--- config.mk ---
export PLATFORM = sky130hd
export DESIGN_NAME = rlom_alu
export DESIGN_NICKNAME = d
export VERILOG_FILES = /design/src/rtl/rlom_pkg.sv /design/src/rtl/rlom_alu.sv
export SDC_FILE = /design/constraint.sdc
export NUM_CORES = 1
export LEC_CHECK = 0
export BUFFER_PORTS_ARGS = -buffer_cell sky130_fd_sc_hd__buf_2
export CAP_MARGIN = 10
export CORE_ASPECT_RATIO = 2
export CORE_MARGIN = 3
export CORE_UTILIZATION = 55
export DETAILED_ROUTE_END_ITERATION = 7
export PLACE_DENSITY = 0.95
export SYNTH_ARGS = -nofsm -noshare
export SYNTH_HDL_FRONTEND = slang
export SYNTH_SLANG_ARGS = --single-unit
--- constraint.sdc ---
create_clock -name vclk -period 6.3
set_clock_uncertainty 0.15 [all_clocks]
set_input_delay 0 -clock vclk [all_inputs]
set_output_delay 0 -clock vclk [all_outputs]
set_load 0.01 [all_outputs]
--- src/rtl/rlom_pkg.sv ---
// Shared types, codes and sizes for the run-length offset map.
// Used by every module in this folder; depends on nothing.
`default_nettype none

package rlom_pkg;

  localparam int MAX_RUNS = 1024;
  localparam int IDX_W    = $clog2(MAX_RUNS);
  localparam int CNT_W    = $clog2(MAX_RUNS + 1);

  localparam int LEN_W  = 32;
  localparam int FILE_W = 16;
  localparam int LINE_W = 24;
  localparam int COL_W  = 16;
  localparam int SPAN_W = 16;
  localparam int ALU_W  = LEN_W + 1;

  localparam logic [1:0] MODE_APPEND = 2'd0;
  localparam logic [1:0] MODE_LOOKUP = 2'd1;
  localparam logic [1:0] MODE_CLEAR  = 2'd2;

  localparam logic [1:0] STATUS_OK    = 2'd0;
  localparam logic [1:0] STATUS_FULL  = 2'd1;
  localparam logic [1:0] STATUS_EMPTY = 2'd2;

  typedef enum logic {
    ALU_ADD,
    ALU_SUB
  } alu_op_t;

  typedef struct packed {
    alu_op_t          op;
    logic [ALU_W-1:0] a;
    logic [ALU_W-1:0] b;
  } alu_req_t;

  typedef struct packed {
    logic [LEN_W-1:0]  start;
    logic [FILE_W-1:0] file;
    logic [LINE_W-1:0] line;
    logic [COL_W-1:0]  column;
    logic              advancing;
  } run_rec_t;

  typedef struct packed {
    logic             we;
    logic [IDX_W-1:0] waddr;
    run_rec_t         wdata;
    logic             re;
    logic [IDX_W-1:0] raddr;
  } ram_req_t;

  typedef enum logic [3:0] {
    ST_IDLE,
    ST_A_SUM,
    ST_A_RLEN,
    ST_A_COL,
    ST_A_NEW,
    ST_L_LAST,
    ST_L_CLAMP,
    ST_L_PROBE,
    ST_L_CMP,
    ST_L_FETCH,
    ST_L_COL,
    ST_CLR,
    ST_DONE
  } state_t;

endpackage

`default_nettype wire

--- src/rtl/rlom_alu.sv ---
// Shared 33-bit add/subtract unit of the run-length offset map.
// Depends on rlom_pkg; the top bit of a subtract is the borrow.
`default_nettype none

module rlom_alu (
  input  rlom_pkg::alu_req_t         req,
  output logic [rlom_pkg::ALU_W:0]   res
);

  always_comb begin
    unique case (req.op)
      rlom_pkg::ALU_ADD: res = {1'b0, req.a} + {1'b0, req.b};
      rlom_pkg::ALU_SUB: res = {1'b0, req.a} - {1'b0, req.b};
    endcase
  end

endmodule

`default_nettype wire

==> Word-level counts from Yosys, hierarchy flattened <==
Cells that the tools add are included.
{ "op_classes": {"n_addsub": 2, "muxes": 1, "bitwise_logic": 1} }
{ "ops": {"columns": ["operator", "n"], "rows": [
  ["$pmux 34 s2", 1],
  ["$add 33x33->34", 1],
  ["$sub 33x33->34", 1],
  ["$not 1->1", 1]
]} }
{ "word_totals": {"ff_bits": 0, "in_bits": 67, "out_inout_bits": 34} }

==> Logic depth before layout (Yosys ltp) <==
{ "depth": {"word_depth": 2, "mapped_depth": 17, "mapped_depth_nobuf": 15} }

==> Worst setup path before layout <==
OpenSTA, ideal clock, no wires.
{ "synth_timing": {"path_type": "input -> output", "from": "in req[15] in the netlist's numbering", "to": "out res[31] in the netlist's numbering", "arrival_time_ps": 3345, "required_ps": 6150, "setup_slack_ps": 2805, "stages": 14, "n_path_buf": 1, "cell_sequence": "or4_4 -> nor4_4 -> nand2b_2 -> or4_4 -> nor3b_4 -> nor2_1 -> xnor2_1 -> ha_1 -> clkbuf_1 -> nand2_1 -> or3_1 -> o31ai_1 -> a221oi_1 -> xnor2_1"} }
{ "synth_between": {"elab_chain_cells": 2, "elab_cells_between_ends": 3, "classes_between": "2 x add/sub; 1 x mux"} }
{ "synth_lines": {"columns": ["element", "line_no", "rtl"], "rows": [
  ["start: declaration", "rlom_alu.sv:6", "input rlom_pkg::alu_req_t req,"],
  ["$sub 33x33->34 or $add 33x33->34 (tied branches)", "rlom_alu.sv:13, rlom_alu.sv:12", null],
  ["$pmux 34 s2 (*)", "rlom_alu.sv:11", "unique case (req.op)"],
  ["end: declaration", "rlom_alu.sv:7", "output logic [rlom_pkg::ALU_W:0] res"]
]} }
Every way passes the cells marked *; elsewhere a longest branch is shown, timed or not.

==> Final worst setup path <==
Ends and elaborated chain as after synthesis.

==> impl_metrics.json <==
{
  "status": "completed",
  "finalHoldViolCount": 0,
  "vias": 3102,
  "min_from": "req[33]",
  "syn-num-nets": 469,
  "hold_path_class": "input port to output port",
  "grt_pass1_vias": 3046,
  "switching_share_pct": 57.4,
  "synth_top_family_by_area": "compound AO/OA/AOI/OAI gates",
  "nets": 557,
  "yosys-top-cells-count": "a21oi_1 (57), xnor2_1 (54), ha_1 (34), nor2_1 (34), nand2_1 (29)",
  "wl_mm": 8.17,
  "worst_pin_slew_ps": 580,
  "netlist_instances": 367,
  "drc": 0,
  "start_util_pct": 58.6,
  "drive_gt1_share_pct": 24.1,
  "dp_hpwl_mm": 6.93,
  "synth_mux_area_share_pct": 0.410,
  "critPathLaunchType": "input port",
  "fmax_mhz": 257,
  "fin_cells": 505,
  "num-clock-buffers": 0,
  "ir_drop_mv": 0.119,
  "first_pass_iters": 5,
  "cp.required_ps": 6150,
  "synthAdderAreaFrac_pct": 18.2,
  "power_uw": 473,
  "place_congestion": 0.989,
  "overflow": 0,
  "p_clk_share_pct": 0,
  "multi_input_area_um2": 2320,
  "antenna_cells": 0,
  "viasPerCell": 6.14,
  "yosysUniqueCellTypes": 40,
  "drtIter0Drc": 119,
  "yosysSeqAreaShare_pct": 0,
  "synth_xor_xnor_area_share_pct": 22.2,
  "p_comb_share_pct": 100.0,
  "chipWidth_um": 53.1,
  "grt.total_usage_pct": 31.1,
  "grt_pass1_wl_mm": 13.1,
  "final-setup-viol-count": 0,
  "hold_end": "res[0]",
  "wl_per_cell_um": 16.2,
  "critPathKind": "input port to output port",
  "cts.hold.buffers_added": 0,
  "critical_path_arrival_ps": 3740,
  "rows": 33,
  "hold_depth": 5,
  "dpl.cell_count": 505,
  "yosysMostFrequentCell": "a21oi_1",
  "setup_slack_ps": 2410,
  "sequentialPowerShare_pct": 0,
  "seq_cells": 0,
  "power_density_nw_per_um2": 160,
  "syn_area_um2": 2440,
  "crit_path_end_kind": "output port",
  "die-height_um": 100,
  "areaGrowthSynthToFinish_pct": 21.0,
  "port_buffers": 101,
  "post_cts_buffers": 0,
  "n_fill_cell": 362,
  "core_area_um2": 4170,
  "post-place-ws_ps": 2460,
  "final_core_util_pct": 70.9,
  "p_switching_uw": 272,
  "fin_crit_ps": 3890,
  "die_area_um2": 5330,
  "synth_top_area_share_pct": 19.4,
  "io_pins": 101,
  "ys.warnings.count": 0,
  "yosysTopAreaCell": "xnor2_1",
  "grt_max_degree": 34,
  "drv_cap": 0,
  "p_leak_nw": 1.39,
  "seqCellArea_um2": 0,
  "period_share_pct": 61.7,
  "ctsResizeCount": 0,
  "synthTopCellsByArea": "xnor2_1 (19%), ha_1 (17%), a21oi_1 (12%)",
  "p_int_uw": 201,
  "relSlewSlack_pct": 61.3,
  "setup_tns_ps": 0,
  "slew_violations": 0,
  "antenna_left": 0,
  "synth_compound_area_share_pct": 30.5,
  "synth-simple-area-share_pct": 23.5,
  "antenna_found_initial": 0,
  "syn_area_per_cell_um2": 6.66,
  "crit_fanout": 7,
  "rsz0062_at_grt": "no"
}
worst max-delay path by stage:
stage | cells past startpoint | startpoint | endpoint
after global routing | 16 | req[3] | res[31]
final | 17 | req[15] | res[31]
after CTS | 17 | req[15] | res[31]
after detailed placement | 17 | req[15] | res[31]
after floorplan | 14 | req[15] | res[31]
after global placement | 17 | req[15] | res[31]
critical path, stage by stage:
cell      delay, ps
buf_2           120
or4_4           560
nor4_4          190
nand2b_2        120
or4_4           460
nor3b_4         280
nor2_1           90
xnor2_1         150
ha_1            370
nand2_1         130
or3_1           140
o32ai_1          80
a211oi_1        240
o31ai_1         150
a221oi_1        360
xnor2_1         150
buf_2           140
cell type report:
class                      instances  area share [%]
inverter                          19            2.41
multi-input combinational        333            78.3
tap                               52            2.20
timing repair buffer             101            17.1
cell families (layout without fill, tap and decap cells):
group | count (synthesis) | in the layout
xor gates and xnor gates | 62 | 62
AOI/OAI and AO/OA | 124 | 124
and+or+nand+nor | 111 | 111
buffers and inverters | 34 | 120
muxes | 1 | 1
adders and majority gates | 35 | 35
per-stage QoR:
stage	hold slack [ps]	instance area [um2]
2_1_floorplan	8.10	2440
3_3_place_gp	243	2960
3_5_place_dp	282	2960
4_1_cts	278	2960
5_1_grt	289	2960
6_report	277	2960
power groups by stage:
| stage | registers, mW | clock network (mW) | logic [mW] |
|---|---|---|---|
| 5_1_grt | 0 | 0 | 0.515 |
| 3_5_place_dp | 0 | 0 | 0.464 |
| 3_3_place_gp | 0 | 0 | 0.455 |
| 6_report | 0 | 0 | 0.473 |
| 2_1_floorplan | 0 | 0 | 0.307 |
| 4_1_cts | 0 | 0 | 0.467 |
per-layer routing:
metal  routed length [um]  part of all wire, %  GRT usage [%]
met1                 2650                   32           28.2
met2                 4490                   55           58.8
met3                  534                  6.5           6.39
met4                  495                  6.1           18.7
met5                    0                    0              0
cell usage in the layout (no fill, tap or decap), drive strengths merged, types with 2 or more instances in the layout:
cell type,count
a21oi,57
o21bai,6
buf,101
and3,2
a21o,7
a31o,2
xnor2,54
nand3,4
a211oi,3
nand4,9
nand2b,3
a41oi,2
o31ai,2
a31oi,9
nor2,34
o211a,2
and2,5
nor3,10
o21a,6
nor4,4
nor3b,3
o211ai,2
o21ai,20
a21boi,2
ha,34
or3,3
inv,19
xor2,8
or4,2
nand2,29
nor2b,3
Power figures use the tool's default switching activity.
